<file path="config.mk">
export PLATFORM = sky130hd
export DESIGN_NAME = ready_queue_priority_aging_core
export DESIGN_NICKNAME = d
export VERILOG_FILES = /design/src/rtl/rqpa_pkg.sv /design/src/rtl/rqpa_slot_ram.sv /design/src/rtl/ready_queue_priority_aging_core.sv
export SDC_FILE = /design/constraint.sdc
export NUM_CORES = 1
export LEC_CHECK = 0
export BUFFER_PORTS_ARGS = -buffer_cell sky130_fd_sc_hd__buf_2
export CORE_MARGIN = 4
export CORE_UTILIZATION = 62
export CTS_CLUSTER_DIAMETER = 40
export DETAILED_ROUTE_END_ITERATION = 7
export PLACE_DENSITY = 0.88
export SYNTH_ARGS = -nofsm -noshare
export SYNTH_HDL_FRONTEND = slang
export SYNTH_HIERARCHICAL = 1
export SYNTH_SLANG_ARGS = --single-unit
</file>
<file path="constraint.sdc">
create_clock -name clk -period 5.7 [get_ports clk]
set_input_delay 0.57 -clock clk [delete_from_list [all_inputs] [get_ports clk]]
set_output_delay 0.57 -clock clk [all_outputs]
set_load 0.005 [all_outputs]
</file>
<file path="src/rtl/rqpa_pkg.sv">
// Shared constants for the ready queue with priority aging.
`default_nettype none
package rqpa_pkg;

	localparam int DEFAULT_QUEUE_DEPTH   = 16;
	localparam int DEFAULT_PRIORITY_BITS = 8;

	localparam int ID_W       = 16;
	localparam int REQ_PRIO_W = 8;
	localparam int MODE_W     = 2;
	localparam int STATUS_W   = 2;
	localparam int COUNT_W    = 5;

	typedef logic [MODE_W-1:0]   mode_t;
	typedef logic [STATUS_W-1:0] status_t;

	localparam mode_t MODE_ENQ = 2'd0;
	localparam mode_t MODE_DEQ = 2'd1;
	localparam mode_t MODE_AGE = 2'd2;

	localparam status_t STATUS_OK    = 2'd0;
	localparam status_t STATUS_EMPTY = 2'd1;
	localparam status_t STATUS_FULL  = 2'd2;

endpackage
`default_nettype wire

</file>
<file path="src/rtl/rqpa_slot_ram.sv">
// Slot storage: one write port, one read port, registered read data.
`default_nettype none
module rqpa_slot_ram
	import rqpa_pkg::*;
#(
	parameter int DEPTH  = DEFAULT_QUEUE_DEPTH,
	parameter int DATA_W = ID_W + DEFAULT_PRIORITY_BITS,
	localparam int ADDR_W = (DEPTH > 1) ? $clog2(DEPTH) : 1
) (
	input  wire logic              clk,
	input  wire logic              we,
	input  wire logic [ADDR_W-1:0] waddr,
	input  wire logic [DATA_W-1:0] wdata,
	input  wire logic [ADDR_W-1:0] raddr,
	output logic      [DATA_W-1:0] rdata
);

	logic [DATA_W-1:0] mem [DEPTH];

	always_ff @(posedge clk) begin
		if (we) begin
			mem[waddr] <= wdata;
		end
	end

	always_ff @(posedge clk) begin
		rdata <= mem[raddr];
	end

endmodule
`default_nettype wire

</file>
<file path="src/rtl/ready_queue_priority_aging_core.sv">
// Top level of the bounded ready queue with FIFO or priority insertion and aging.
`default_nettype none
// The queue lives in a circular buffer in one slot RAM (head and tail pointers,
// entry count). A request is taken when start is high and busy is low; every
// request yields exactly one result, shown for a single cycle with done high,
// and the receiver cannot stall it. FIFO enqueue, enqueue into an empty queue,
// any error, age of an empty queue and unused modes give their result in the
// cycle after acceptance and leave busy low. Dequeue reads the head slot and
// passes through S_DEQ. Priority enqueue walks every held entry through the RAM
// read port, rippling entries one slot toward the tail behind the insertion
// point, then writes the tail slot. Aging walks every held entry, decrementing
// nonzero priorities in place. The single RAM read port, one slot per cycle, sets
// the walk length. The user must see that the ordering register is written by
// cfg_we/cfg_data only while the block is idle; the block does not enforce this.
module ready_queue_priority_aging_core
	import rqpa_pkg::*;
#(
	parameter int QUEUE_DEPTH   = DEFAULT_QUEUE_DEPTH,
	parameter int PRIORITY_BITS = DEFAULT_PRIORITY_BITS
) (
	input  wire logic                  clk,
	input  wire logic                  arst_n,
	// configuration
	input  wire logic                  cfg_we,
	input  wire logic                  cfg_data,
	// request
	input  wire logic                  start,
	output logic                       busy,
	input  wire logic [MODE_W-1:0]     mode,
	input  wire logic [ID_W-1:0]       entry_id,
	input  wire logic [REQ_PRIO_W-1:0] priority_req,
	// result
	output logic                       done,
	output logic      [ID_W-1:0]       out_id,
	output logic      [REQ_PRIO_W-1:0] out_priority,
	output logic      [STATUS_W-1:0]   status,
	output logic      [COUNT_W-1:0]    count
);

	localparam int IDX_W  = (QUEUE_DEPTH > 1) ? $clog2(QUEUE_DEPTH) : 1;
	localparam int CNT_W  = $clog2(QUEUE_DEPTH + 1);
	localparam int P_W    = PRIORITY_BITS;
	localparam int DATA_W = ID_W + P_W;

	localparam logic [1:0] S_IDLE = 2'd0;
	localparam logic [1:0] S_DEQ  = 2'd1;
	localparam logic [1:0] S_WALK = 2'd2;
	localparam logic [1:0] S_TAIL = 2'd3;

	// control state
	logic [1:0]       state_q;
	logic             ordering_q;
	logic [IDX_W-1:0] head_q;
	logic [IDX_W-1:0] tail_q;
	logic [CNT_W-1:0] occ_q;
	logic [IDX_W-1:0] k_q;       // logical index of slot in rdata during a walk
	logic [IDX_W-1:0] paddr_q;   // physical address of slot in rdata
	logic             is_age_q;  // walk is an aging pass, else an insertion
	logic             inserted_q;
	logic             done_q;

	// payload
	logic [ID_W-1:0]   new_id_q;
	logic [P_W-1:0]    new_pr_q;
	logic [ID_W-1:0]   carry_id_q;
	logic [P_W-1:0]    carry_pr_q;
	logic [ID_W-1:0]   out_id_q;
	logic [P_W-1:0]    out_pr_q;
	logic [STATUS_W-1:0] status_q;

	// RAM port
	logic              we;
	logic [IDX_W-1:0]  waddr;
	logic [DATA_W-1:0] wdata;
	logic [IDX_W-1:0]  raddr;
	logic [DATA_W-1:0] rdata;

	logic [ID_W-1:0]  rd_id;
	logic [P_W-1:0]   rd_pr;
	logic [P_W-1:0]   req_pr;
	logic             full;
	logic             empty;
	logic             last;
	logic [IDX_W-1:0] next_paddr;

	logic [P_W+REQ_PRIO_W-1:0]     req_pr_ext;
	logic [P_W+REQ_PRIO_W-1:0]     out_pr_ext;
	logic [CNT_W+COUNT_W-1:0]      count_ext;

	function automatic logic [IDX_W-1:0] wrap_inc(input logic [IDX_W-1:0] a);
		if (a == IDX_W'(QUEUE_DEPTH - 1)) begin
			return '0;
		end
		return a + IDX_W'(1);
	endfunction

	rqpa_slot_ram #(
		.DEPTH  (QUEUE_DEPTH),
		.DATA_W (DATA_W)
	) u_slot_ram (
		.clk   (clk),
		.we    (we),
		.waddr (waddr),
		.wdata (wdata),
		.raddr (raddr),
		.rdata (rdata)
	);

	assign rd_id = rdata[DATA_W-1:P_W];
	assign rd_pr = rdata[P_W-1:0];

	// requested priority keeps its low PRIORITY_BITS bits
	assign req_pr_ext = {{P_W{1'b0}}, priority_req};
	assign req_pr     = req_pr_ext[P_W-1:0];

	assign full       = (occ_q == CNT_W'(QUEUE_DEPTH));
	assign empty      = (occ_q == '0);
	assign last       = ((CNT_W'(k_q) + CNT_W'(1)) == occ_q);
	assign next_paddr = wrap_inc(paddr_q);

	// read address: head when idle, else the slot after the one in hand
	assign raddr = (state_q == S_IDLE) ? head_q : next_paddr;

	// RAM writes
	always_comb begin
		we    = 1'b0;
		waddr = paddr_q;
		wdata = {rd_id, rd_pr};
		unique case (state_q)
			S_IDLE: begin
				// direct tail write for FIFO enqueue or enqueue into an empty queue
				waddr = tail_q;
				wdata = {entry_id, req_pr};
				we    = start && (mode == MODE_ENQ) && !full && (!ordering_q || empty);
			end
			S_WALK: begin
				if (is_age_q) begin
					we    = (rd_pr != '0);
					wdata = {rd_id, rd_pr - P_W'(1)};
				end else if (inserted_q) begin
					we    = 1'b1;
					wdata = {carry_id_q, carry_pr_q};
				end else if (rd_pr > new_pr_q) begin
					we    = 1'b1;
					wdata = {new_id_q, new_pr_q};
				end
			end
			S_TAIL: begin
				we    = 1'b1;
				wdata = inserted_q ? {carry_id_q, carry_pr_q} : {new_id_q, new_pr_q};
			end
			default: begin
				we = 1'b0;
			end
		endcase
	end

	// control
	always_ff @(posedge clk or negedge arst_n) begin
		if (!arst_n) begin
			state_q    <= S_IDLE;
			ordering_q <= 1'b0;
			head_q     <= '0;
			tail_q     <= '0;
			occ_q      <= '0;
			k_q        <= '0;
			paddr_q    <= '0;
			is_age_q   <= 1'b0;
			inserted_q <= 1'b0;
			done_q     <= 1'b0;
		end else begin
			done_q <= 1'b0;
			if (cfg_we) begin
				ordering_q <= cfg_data;
			end
			unique case (state_q)
				S_IDLE: begin
					if (start) begin
						k_q        <= '0;
						paddr_q    <= head_q;
						inserted_q <= 1'b0;
						case (mode)
							MODE_ENQ: begin
								if (full) begin
									done_q <= 1'b1;
								end else if (!ordering_q || empty) begin
									tail_q <= wrap_inc(tail_q);
									occ_q  <= occ_q + CNT_W'(1);
									done_q <= 1'b1;
								end else begin
									is_age_q <= 1'b0;
									state_q  <= S_WALK;
								end
							end
							MODE_DEQ: begin
								if (empty) begin
									done_q <= 1'b1;
								end else begin
									state_q <= S_DEQ;
								end
							end
							MODE_AGE: begin
								if (empty) begin
									done_q <= 1'b1;
								end else begin
									is_age_q <= 1'b1;
									state_q  <= S_WALK;
								end
							end
							default: begin
								done_q <= 1'b1;
							end
						endcase
					end
				end
				S_DEQ: begin
					head_q  <= wrap_inc(head_q);
					occ_q   <= occ_q - CNT_W'(1);
					done_q  <= 1'b1;
					state_q <= S_IDLE;
				end
				S_WALK: begin
					if (!is_age_q && !inserted_q && (rd_pr > new_pr_q)) begin
						inserted_q <= 1'b1;
					end
					paddr_q <= next_paddr;
					k_q     <= k_q + IDX_W'(1);
					if (last) begin
						if (is_age_q) begin
							done_q  <= 1'b1;
							state_q <= S_IDLE;
						end else begin
							state_q <= S_TAIL;
						end
					end
				end
				S_TAIL: begin
					tail_q  <= wrap_inc(tail_q);
					occ_q   <= occ_q + CNT_W'(1);
					done_q  <= 1'b1;
					state_q <= S_IDLE;
				end
				default: begin
					state_q <= S_IDLE;
				end
			endcase
		end
	end

	// payload: request latch, ripple carry and result fields
	always_ff @(posedge clk) begin
		if (state_q == S_IDLE && start) begin
			new_id_q <= entry_id;
			new_pr_q <= req_pr;
			out_id_q <= '0;
			out_pr_q <= '0;
			status_q <= STATUS_OK;
			if (mode == MODE_ENQ && full) begin
				status_q <= STATUS_FULL;
			end else if (mode == MODE_DEQ && empty) begin
				status_q <= STATUS_EMPTY;
			end
		end
		if (state_q == S_DEQ) begin
			out_id_q <= rd_id;
			out_pr_q <= rd_pr;
		end
		// displaced entry moves one slot toward the tail
		if (state_q == S_WALK && (inserted_q || rd_pr > new_pr_q)) begin
			carry_id_q <= rd_id;
			carry_pr_q <= rd_pr;
		end
	end

	assign out_pr_ext = {{REQ_PRIO_W{1'b0}}, out_pr_q};
	assign count_ext  = {{COUNT_W{1'b0}}, occ_q};

	assign busy         = (state_q != S_IDLE);
	assign done         = done_q;
	assign out_id       = out_id_q;
	assign out_priority = out_pr_ext[REQ_PRIO_W-1:0];
	assign status       = status_q;
	assign count        = count_ext[COUNT_W-1:0];

endmodule
`default_nettype wire

</file>
# Yosys cells after proc, flatten, opt, wreduce, memory -nomap -nowiden
# Memory sizes are Yosys's and may differ from the RTL's. A register that Yosys moved wholly into a read port is not among the register bits.
# Cells that the tools add are included.
totals:
  ramBits: 384
  regBits: 101
  elab_cells: 157
  mem_count: 1
  output_inout_bits: 33
  in_bits: 31
mem_list:
  columns: ["name", "words", "word_bits", "read_ports", "rd_clocked_by_memory_dff", "wr", "line_no", "source"]
  rows:
  - ["u_slot_ram.mem", 16, 24, 1, 1, 1, "rqpa_slot_ram.sv:18", "logic [DATA_W-1:0] mem [DEPTH];"]
op_classes:
  mux: 73
  n_reduce_logical: 33
  n_lt_le_gt_ge: 1
  n_eq_ne: 24
  add_sub_neg: 8
ops:
  columns: ["cell", "n"]
  rows:
  - ["24-bit 2-to-1 mux", 4]
  - ["24-bit one-hot mux with 3 select lines", 1]
  - ["4-bit 2-to-1 mux", 15]
  - ["16-bit 2-to-1 mux", 2]
  - ["1-bit 2-to-1 mux", 27]
  - ["4-bit one-hot mux with 2 select lines", 3]
  - ["5-bit 2-to-1 mux", 4]
  - ["4-bit by 1-bit adder with 4-bit output (second input constant)", 4]
  - ["8-bit 2-to-1 mux", 2]
  - ["2-bit != test (second input constant)", 8]
  - ["5-bit one-hot mux with 3 select lines", 1]
  - ["2-bit 2-to-1 mux", 7]
  - ["4-bit equality test (second input constant)", 3]
  - ["3-bit != test (second input constant)", 4]
  - ["2-bit one-hot mux with 3 select lines", 2]
  - ["5-bit AND reduction", 2]
  - ["2-bit nonzero test", 5]
  - ["1-bit logical AND", 9]
  - ["8-bit greater-than comparator", 1]
  - ["8-bit nonzero test", 1]
  - ["8-bit by 1-bit subtractor with 8-bit output (second input constant)", 1]
  - ["7-bit AND reduction", 1]
  - ["2-bit equality test (second input constant)", 3]
  - ["1-bit one-hot mux with 2 select lines", 3]
  - ["other kinds (18)", 26]

# Longest topological paths before layout
# Gate-level depths: netlist of the first run.
depth:
  depth_word: 13
  mapped_depth: 12
  mapped_depth_nobuf: 9

# Hierarchy
# The synthesis of the first run kept the hierarchy.
by_module_without_submodules:
  columns: ["mod", "cells_each", "instances", "area_per_inst_um2", "seq_area_each_um2"]
  rows:
  - ["rqpa_slot_ram", 636, 1, 14930.6, 12011.5]
  - ["ready_queue_priority_aging_core", 561, 1, 5985.7, 2897.8]

# Worst setup path after synthesis of the first run
# OpenSTA, ideal clock, no wires.
synth_path:
  path_kind: "register to register"
  from: "register u_slot_ram.rdata[0], read port of u_slot_ram.mem"
  to: "memory u_slot_ram/mem[0][0] in the netlist's numbering (enable)"
  arrival_ps: 4130
  n_path_buf: 1
  period_less_slack_ps: 4565
  path_slack_ps: 1135
  stages_incl_launch_ff: 11
  required_ps: 5265
  setup_ps: 435
  path_cell_list: "dfxtp_1 inv_1 ha_1 nand4_1 nor2_1 a211oi_2 clkbuf_1 nor4_1 o21ai_0 or3b_2 nor3_1"
synth_via:
  elab_chain_len: 7
  elab_cells_between_ends: 8
  classes_between: "1 x order compare; 6 x mux; 1 x reduce/logical"
synth_rtl:
  columns: ["item", "line_no", "source"]
  rows:
  - ["from (decl)", "rqpa_slot_ram.sv:15", "output logic [DATA_W-1:0] rdata"]
  - ["8-bit greater-than comparator", "ready_queue_priority_aging_core.sv:143", "end else if (rd_pr > new_pr_q) begin"]
  - ["1-bit 2-to-1 mux", "ready_queue_priority_aging_core.sv:143", null]
  - ["1-bit 2-to-1 mux", "ready_queue_priority_aging_core.sv:140", "end else if (inserted_q) begin"]
  - ["1-bit 2-to-1 mux *", "ready_queue_priority_aging_core.sv:137", "if (is_age_q) begin"]
  - ["1-bit one-hot mux with 3 select lines *", "ready_queue_priority_aging_core.sv:129", "unique case (state_q)"]
  - ["named net we", "ready_queue_priority_aging_core.sv:72", "logic we;"]
  - ["1-bit 2-to-1 mux *", "rqpa_slot_ram.sv:21", "if (we) begin"]
  - ["1-bit 2-to-1 mux (implied by the code) *", "rqpa_slot_ram.sv:22", "mem[waddr] <= wdata;"]
  - ["to (decl)", "rqpa_slot_ram.sv:18", null]
# Mark *: on every way through the listed nets, which the timed path passes. The rest lies on a longest branch.

# Worst setup path in the final report of the first run
layout_path:
  from: "register state_q[1]"
  to: "memory u_slot_ram/mem[10][3] in the netlist's numbering (enable)"
layout_via:
  elab_chain_len: 4
  elab_cells_between_ends: 7
  classes_between: "2 x eq/ne; 4 x mux; 1 x reduce/logical"
layout_rtl:
  columns: ["item", "line_no", "source"]
  rows:
  - ["from (decl)", "ready_queue_priority_aging_core.sv:51", "logic [1:0] state_q;"]
  - ["from (signal assigned)", "ready_queue_priority_aging_core.sv:161", "state_q <= S_IDLE;"]
  - ["from (signal assigned)", "ready_queue_priority_aging_core.sv:192", "state_q <= S_WALK;"]
  - ["from (signal assigned)", "ready_queue_priority_aging_core.sv:199", "state_q <= S_DEQ;"]
  - ["2-bit equality test / 2-bit zero test (equally long branches)", "ready_queue_priority_aging_core.sv:129", null]
  - ["1-bit one-hot mux with 3 select lines *", "ready_queue_priority_aging_core.sv:129", null]
  - ["named net we", "ready_queue_priority_aging_core.sv:72", null]
  - ["1-bit 2-to-1 mux *", "rqpa_slot_ram.sv:21", null]
  - ["1-bit 2-to-1 mux (implied by the code) *", "rqpa_slot_ram.sv:22", null]
# Marked as above.

==> key figures, run 1 <==
Worst setup path
  • Critical Path AT: 4810 ps
  • Critical path class: register to register
  • CP endpoint kind: register
  • Slowest-stage cell, CP: dfrtp_2
  • Worst EP required: between 5000 and 6000 ps
  • CP startpoint kind: register
  • Critical-path cell list: nor2b_1 -> o41ai_1 -> o21ai_0 -> nand3b_1 -> nor2_2 -> buf_4
  • CP peak stage delay: roughly 1100 ps
  • Worst Path Buf+Inv: 1
  • CP Max Fanout: just under 60
  • CP delay by family, top: simple AND/OR/NAND/NOR gates

CTS
  • Clk_lat worst skew: 590 ps
  • Clock slew at reported path FFs: roughly 60 ps
  • Root Driver: clkbuf_16
  • CTS Sinks: a little over 500
  • Max clock buf depth: 3
  • H-Tree Depth: 2
  • PostCTS Resize Cnt: 0
  • CTS tree: done
  • TritonCTS Buffers: 55
  • Post-CTS setup buffers: 0
  • CTS Hold Bufs: 0

Die
  • Die area: 36740 sq um
  • Die span in y: about 190 um
  • Core box area: ~33000 sq um
  • Width of the die: approximately 190 um
  • Top Ports: 64
  • Initial Utilization: roughly 64%
  • Row count: 66

Power and ir drop
  • Sequential Power Share: 41.4%
  • Comb power frac: 34.1%
  • Switching share of power: a little over a third
  • Max rail drop VDD: 0.0004930 V
  • Cell area power density: just over 600 nW/um^2
  • Clock Power Share: around a quarter
  • P_leak: about 8.0 nW
  • Cell-internal power: 9.531 mW
  • Sw power: 5.195 mW
  • Overall power after layout: between 10 and 15 mW

Logic synthesis
  • Syn nets: ~1300
  • Sequential-to-total area share from yosys stat: around 71%
  • Post-synth EDFFs: 458
  • Ys async rst share: ~5.3%
  • Synth warn: 6
  • FF+latch count, synth: around 510
  • Mapped Avg Cell Area: 17.47 sq um
  • Cells after Synth: 1197
  • Ys flop type: edfxtp_1
  • Post-synth cell types: between 60 and 70
  • Post-Synthesis Cell Area: between 20000 and 25000 sq um

Routing
  • Total number of vias: 12520
  • Routed WL: roughly 53 mm
  • Post-DRT Antenna Nets: 0
  • # DRC: 4
  • Vias per Instance: approximately 7
  • First DRT Iteration DRCs: 2123
  • Drt wl/cell: 30.02 um
  • Drt first pass iters: 8

Finish
  • Ratio of cells with drive above 1 in the final layout: between 20% and 30%
  • Fin cells: 1768
  • Commonest non-fill, non-tap cell in the layout: edfxtp_1
  • Nets: 1331
  • Fill cells: roughly 1900
  • Commonest cells after routing, fill and taps aside: edfxtp_1, mux4_2, nand2_1, buf_2, clkbuf_16
  • Layout area overhead: 13.03%

STA
  • Setup WS post-layout: roughly 1100 ps
  • Minimum clock period: 4552 ps
  • Slew HR: 2.953%
  • RSZ-0062 raised after global routing: false
  • Final hold vios: 0
  • Setup violations, final: 0
  • WHS: just over 9 ps
  • Setup TNS Final: 0 ps
  • Period utilization: 79.87%
  • Setup Skew: around 24 ps
  • Fmax: approximately 220 MHz
  • Actual slew at the worst max-slew pin: roughly 1500 ps
  • Slew Limit Fails: 0

Job
  • Max Cap Viol: 0

Placement
  • DP HPWL: 29.23 mm
  • Gpl congestion: approximately 0.84
  • IO Port Bufs: 63
  • DP Cell Count: 1663
  • Setup Slack @ Placement: between 1500 and 2000 ps

Global route
  • Largest net degree at the start of global routing: 60
  • All-Layer GR Usage: slightly below 30%
  • GRT Residual Overflow: 0
  • Antenna violations before repair: 1
  • Vias in the first global route: ~13000
  • Global-route wire length before repair: between 80 and 90 mm

Hold path
  • Worst hold path type: input port to asynchronous set/reset pin

Run status
  • Failing checks: design-rule violations
  • Status: complete, but fails checks
final cells by class:
cell class | instances | area (sq um) | share of cell area, %
Multi-Input combinational cell | 588 | 5605 | 23.71
Clock buffer | 59 | 1391 | 5.885
Antenna cell | 1 | 2.502 | 0.01058
Sequential cell | 509 | 14910 | 63.07
Inverter | 24 | 90.09 | 0.3810
Clock inverter | 45 | 470.5 | 1.990
Tap cell | 442 | 553.0 | 2.339
Timing Repair Buffer | 100 | 618.1 | 2.614
cells in the mapped netlist, drive strengths merged, types with 24 or more instances:
master,number,area [sq um]
and2,26,165.2
nor2,29,108.9
buf,33,225.2
nor3,32,160.2
a311o,24,240.2
clkbuf,43,162.7
nor2b,26,162.7
mux4,97,2185
a22oi,48,360.4
nand2,74,277.8
a21oi,39,202.7
edfxtp,458,13750
dfrtp,27,675.7
dfxtp,24,480.5
per-stage QoR:
stage / cell area, sq um / utilization [%]
finish: 23640 / 71.94
global route: 23640 / 71.93
CTS: 23640 / 71.93
detailed placement: 21780 / 66.26
global placement: 21780 / 66.26
floorplan: 20920 / -
final timing paths:
check	from	endpoint	slack [ps]	cells after the start
setup / recovery	state_q[1]$_DFFE_PN0P_	u_slot_ram/mem[10][3]$_DFFE_PP_	1150	6
hold / removal	arst_n	count[1]$_DFFE_PN0P_	9	1
setup reg to reg	state_q[1]$_DFFE_PN0P_	u_slot_ram/mem[10][3]$_DFFE_PP_	1150	6
hold reg to reg	head_q[2]$_DFFE_PN0P_	head_q[2]$_DFFE_PN0P_	540	1
max in group asynchronous	arst_n	state_q[0]$_DFFE_PN0P_	5250	1
min in group clk	priority_req[0]	new_pr_q[0]$_DFFE_PP_	180	1
routing by layer:
layer  share of wire [%]  up-vias  global-route usage, %  wire (um)
met4                 4.0        0                  10.50       2121
met1                  34     6228                  41.18      18300
li1                    -     5027                      -          -
met2                  48     1088                  47.12      25730
met5                   0        -                      0          0
met3                  13      176                  5.852       6936
power groups by stage:
stage | sequential (mW) | combinational (mW) | clock, mW
final | 6.09 | 5.02 | 3.61
after global routing | 6.15 | 5.28 | 3.81
after CTS | 6.07 | 4.93 | 3.64
after detailed placement | 6.09 | 4.74 | 0
after global placement | 6.02 | 4.54 | 0
after floorplan | 5.86 | 3.42 | 0
flip-flops by register name, indices dropped and copies added, names as in the netlist, 5 cells and up:
name and flops:
out_priority 8, count 5, u_slot_ram/rdata 24, new_id_q 16, u_slot_ram/mem 384, out_id 16
carry_pr_q 8, carry_id_q 16, new_pr_q 8
cells by family after synthesis:
group                      count (synthesis)  synth area share (%)
buffers and inverters                    100                 2.285
adders and majority gates                 22                 1.352
and+or+nand+nor                          230                 5.707
AOI/OAI and AO/OA                        210                 7.591
muxes                                    111                 11.16
DFF                                      509                 71.28
xor gates and xnor gates                  15                0.6281
No activity file was read; power rests on OpenSTA's default activity.
==> run 2, diff against run 1 <==
==> constraint.sdc (replaced) <==
create_clock -name clk -period 4.7 [get_ports clk]
set_input_delay 0.47 -clock clk [delete_from_list [all_inputs] [get_ports clk]]
set_output_delay 0.47 -clock clk [all_outputs]
set_load 0.005 [all_outputs]
==> run 2 against run 1 <==
Net effect: the flow still finishes with violations (design-rule violations); critical endpoint is now u_slot_ram/mem[8][18]$_DFFE_PP_; critical path depth up 5; via count rose by 1.9%; combinational power grew 28%; sequential power is 21% higher; first-iteration DRC count grew 12%; largest power group unchanged; cell count is 0.28% higher; flip-flop and latch count unchanged; core utilization up 0.48 points.
==> key figures, run 2 (synthesis results as in run 1) <==
Run status
  • Status: complete, but fails checks
  • Failing checks: design-rule violations

Routing
  • Routed WL: 54.82 mm (+3.3%)
  • Drt first pass iters: 8 (unchanged)
  • First DRT Iteration DRCs: 2370 (+12%)
  • # DRC: 1 (-3)
  • Total number of vias: 12760 (+1.9%)
  • Vias per Instance: 7.195 (+1.6%)
  • Post-DRT Antenna Nets: 0 (unchanged)
  • Drt wl/cell: 30.92 um (+3.0%)

Die
  • Width of the die: 191.7 um (unchanged)
  • Die span in y: 191.7 um (unchanged)
  • Row count: 66 (unchanged)
  • Die area: 36740 sq um (unchanged)
  • Top Ports: 64 (unchanged)
  • Core box area: 32870 sq um (unchanged)
  • Initial Utilization: 63.64% (unchanged)

Global route
  • Antenna violations before repair: 1 (unchanged)
  • Largest net degree at the start of global routing: 47 (-22%)
  • All-Layer GR Usage: 30.18% (+0.74 points)
  • Global-route met2 utilization: 48.11% (+0.99 points)
  • Busiest grt layer: met2
  • Vias in the first global route: 12530 (-0.41%)
  • Met1 global-route usage: 40.71% (-0.48 points)
  • Met3 Use GR: 7.034% (+1.2 points)
  • GRT Residual Overflow: 0 (unchanged)
  • Global-route wire length before repair: 81.26 mm (+1.4%)

STA
  • Slew HR: 21.88% (+19 points)
  • Period utilization: 86.89% (+7.0 points)
  • Setup TNS Final: 0 ps (unchanged)
  • Actual slew at the worst max-slew pin: 1171 ps (-283.6 ps)
  • Setup Skew: 19.46 ps (-4.641 ps)
  • Setup violations, final: 0 (unchanged)
  • RSZ-0062 raised after global routing: false
  • Final hold vios: 0 (unchanged)
  • Slew Limit Fails: 0 (unchanged)
  • Minimum clock period: 4084 ps (-468.4 ps)
  • Fmax: 244.9 MHz (+11%)
  • WHS: 72.49 ps (+63.24 ps)

CTS
  • H-Tree Depth: 2 (unchanged)
  • Max clock buf depth: 3 (unchanged)
  • Clock slew at reported path FFs: 70 ps (about the same)
  • Clk_lat worst skew: 590 ps (about the same)
  • CTS tree: done
  • PostCTS Resize Cnt: 0 (unchanged)
  • TritonCTS Buffers: 55 (unchanged)
  • CTS Sinks: 509 (unchanged)
  • Root Driver: clkbuf_16

Worst setup path
  • Critical-path cell list: inv_1 -> ha_1 -> nand4_1 -> nor2_1 -> a21oi_2 -> buf_4 -> nor4_1 -> o21ai_0 -> nand3b_1 -> nor3_2 -> buf_12
  • Worst Path Buf+Inv: 3 (+2)
  • Worst r2r path cells: 11 (+5)
  • CP peak stage delay: 790 ps (-290 ps)
  • Worst EP required: 4980 ps (-980 ps)
  • CP startpoint kind: register
  • Slowest-stage cell, CP: nor3_2
  • Reg-to-reg setup timing slack: 620 ps (-530 ps)
  • Worst flop-to-flop path startpoint: u_slot_ram/rdata[0]$_DFF_P_
  • CP endpoint kind: register
  • CP delay by family, top: simple AND/OR/NAND/NOR gates
  • Critical path class: register to register
  • Critical Path AT: 4370 ps (-440 ps)
  • CP Max Fanout: 19 (-68%)
  • Worst R2R End: u_slot_ram/mem[8][18]$_DFFE_PP_

Finish
  • Nets: 1337 (+0.45%)
  • Max FFs per register: 384 (unchanged)
  • Layout area overhead: 13.79%
  • Top Registers: u_slot_ram/mem x384, u_slot_ram/rdata x24
  • Ratio of cells with drive above 1 in the final layout: 25.34% (+0.43 points)
  • Reg with most FFs: u_slot_ram/mem
  • Commonest non-fill, non-tap cell in the layout: edfxtp_1
  • Commonest cells after routing, fill and taps aside: edfxtp_1, mux4_2, nand2_1, buf_2, clkbuf_16

Power and ir drop
  • Cell area power density: 764.6 nW/um^2 (+23%)
  • P_leak: 8.083 nW (+0.80%)
  • Max rail drop VDD: 0.0003867 V (-22%)

Hold path
  • Hold depth: 1
  • Hold path endpoint: new_id_q[2]$_DFFE_PP_
  • Hold Path Origin: entry_id[2]
  • Worst hold path type: input port to register

Placement
  • IO Port Bufs: 63 (unchanged)
  • Gpl congestion: 0.9351 (+12%)
  • DP HPWL: 29.98 mm (+2.6%)

Job
  • Max Cap Viol: 0 (unchanged)
==> run 2: cell types whose count changed in the layout (fill, tap and decap cells not counted), moves of 2 or more <==
cell / change
clkinv_1: -6
inv_6: +3
buf_4: -3
buf_12: +8
clkbuf_1: +3
clkbuf_8: +5
clkinv_2: -2
==> run 2: final cells by class <==
class | count | area (sq um)
flip-flops and latches | 509 | 14910
fillers | 1769 | 9065
multi-input cells | 588 | 5605
clock buffers | 67 | 1471
repair buffers | 106 | 765.7
well taps | 442 | 553.0
clock inverters | 36 | 401.6
inverters | 24 | 90.09
diodes | 1 | 2.502
==> run 2: through the flow <==
| stage | std cells | instance area [sq um] | total power, mW | util, % | setup slack [ps] |
|---|---|---|---|---|---|
| after CTS | 1772 | 23800 | 18.02 | 72.41 | 844.6 |
| after detailed placement | 1668 | 21920 | 13.40 | 66.68 | 1026 |
| after global placement | 1668 | 21920 | 13.08 | 66.68 | 1193 |
| after global routing | 1772 | 23800 | 18.76 | 72.41 | 564.9 |
| final | 1773 | 23800 | 18.20 | 72.42 | 616.0 |
| after floorplan | 1197 | 20920 | 11.26 | - | 134.6 |
==> run 2: where the power goes <==
group / internal (mW) / switching, mW / total (mW) / leakage, nW
Sequential: 6.74 / 0.639 / 7.38 / 4.75
Combinational: 2.38 / 4.04 / 6.42 / 2.43
Clock: 2.55 / 1.84 / 4.39 / 0.906
==> run 2: what timing repair did <==
action,CTS,global route
hold buffers,1,0
buffers inserted,0,0
endpoints found under the hold margin,27,0
==> run 2: worst max-delay path by stage <==
stage | start | endpoint | slack, ps | depth (start not counted)
final | u_slot_ram/rdata[0]$_DFF_P_ | u_slot_ram/mem[8][18]$_DFFE_PP_ | 620 | 11
after global routing | u_slot_ram/rdata[0]$_DFF_P_ | u_slot_ram/mem[8][14]$_DFFE_PP_ | 560 | 11
after CTS | u_slot_ram/rdata[0]$_DFF_P_ | u_slot_ram/mem[8][14]$_DFFE_PP_ | 840 | 11
after detailed placement | u_slot_ram/rdata[0]$_DFF_P_ | u_slot_ram/mem[8][18]$_DFFE_PP_ | 1030 | 11
after global placement | mode[0] | u_slot_ram/mem[8][18]$_DFFE_PP_ | 1190 | 10
after floorplan | u_slot_ram/rdata[0]$_DFF_P_ | u_slot_ram/mem[0][0]$_DFFE_PP_ | 130 | 10
==> run 2: layer usage <==
layer  vias up  wire [um]
met5         -          0
met4         0       2755
met3       241       7722
met2      1238      26010
met1      6237      18330
li1       5041          -
==> run 2: worst reg2reg max path, delay by kind of cell, from the launching register on <==
kind            cells  cell delay [ps]
simple gates        5             1480
fa+ha+maj           1              300
flops               1              500
compound gates      2              760
buf+inv             3              720
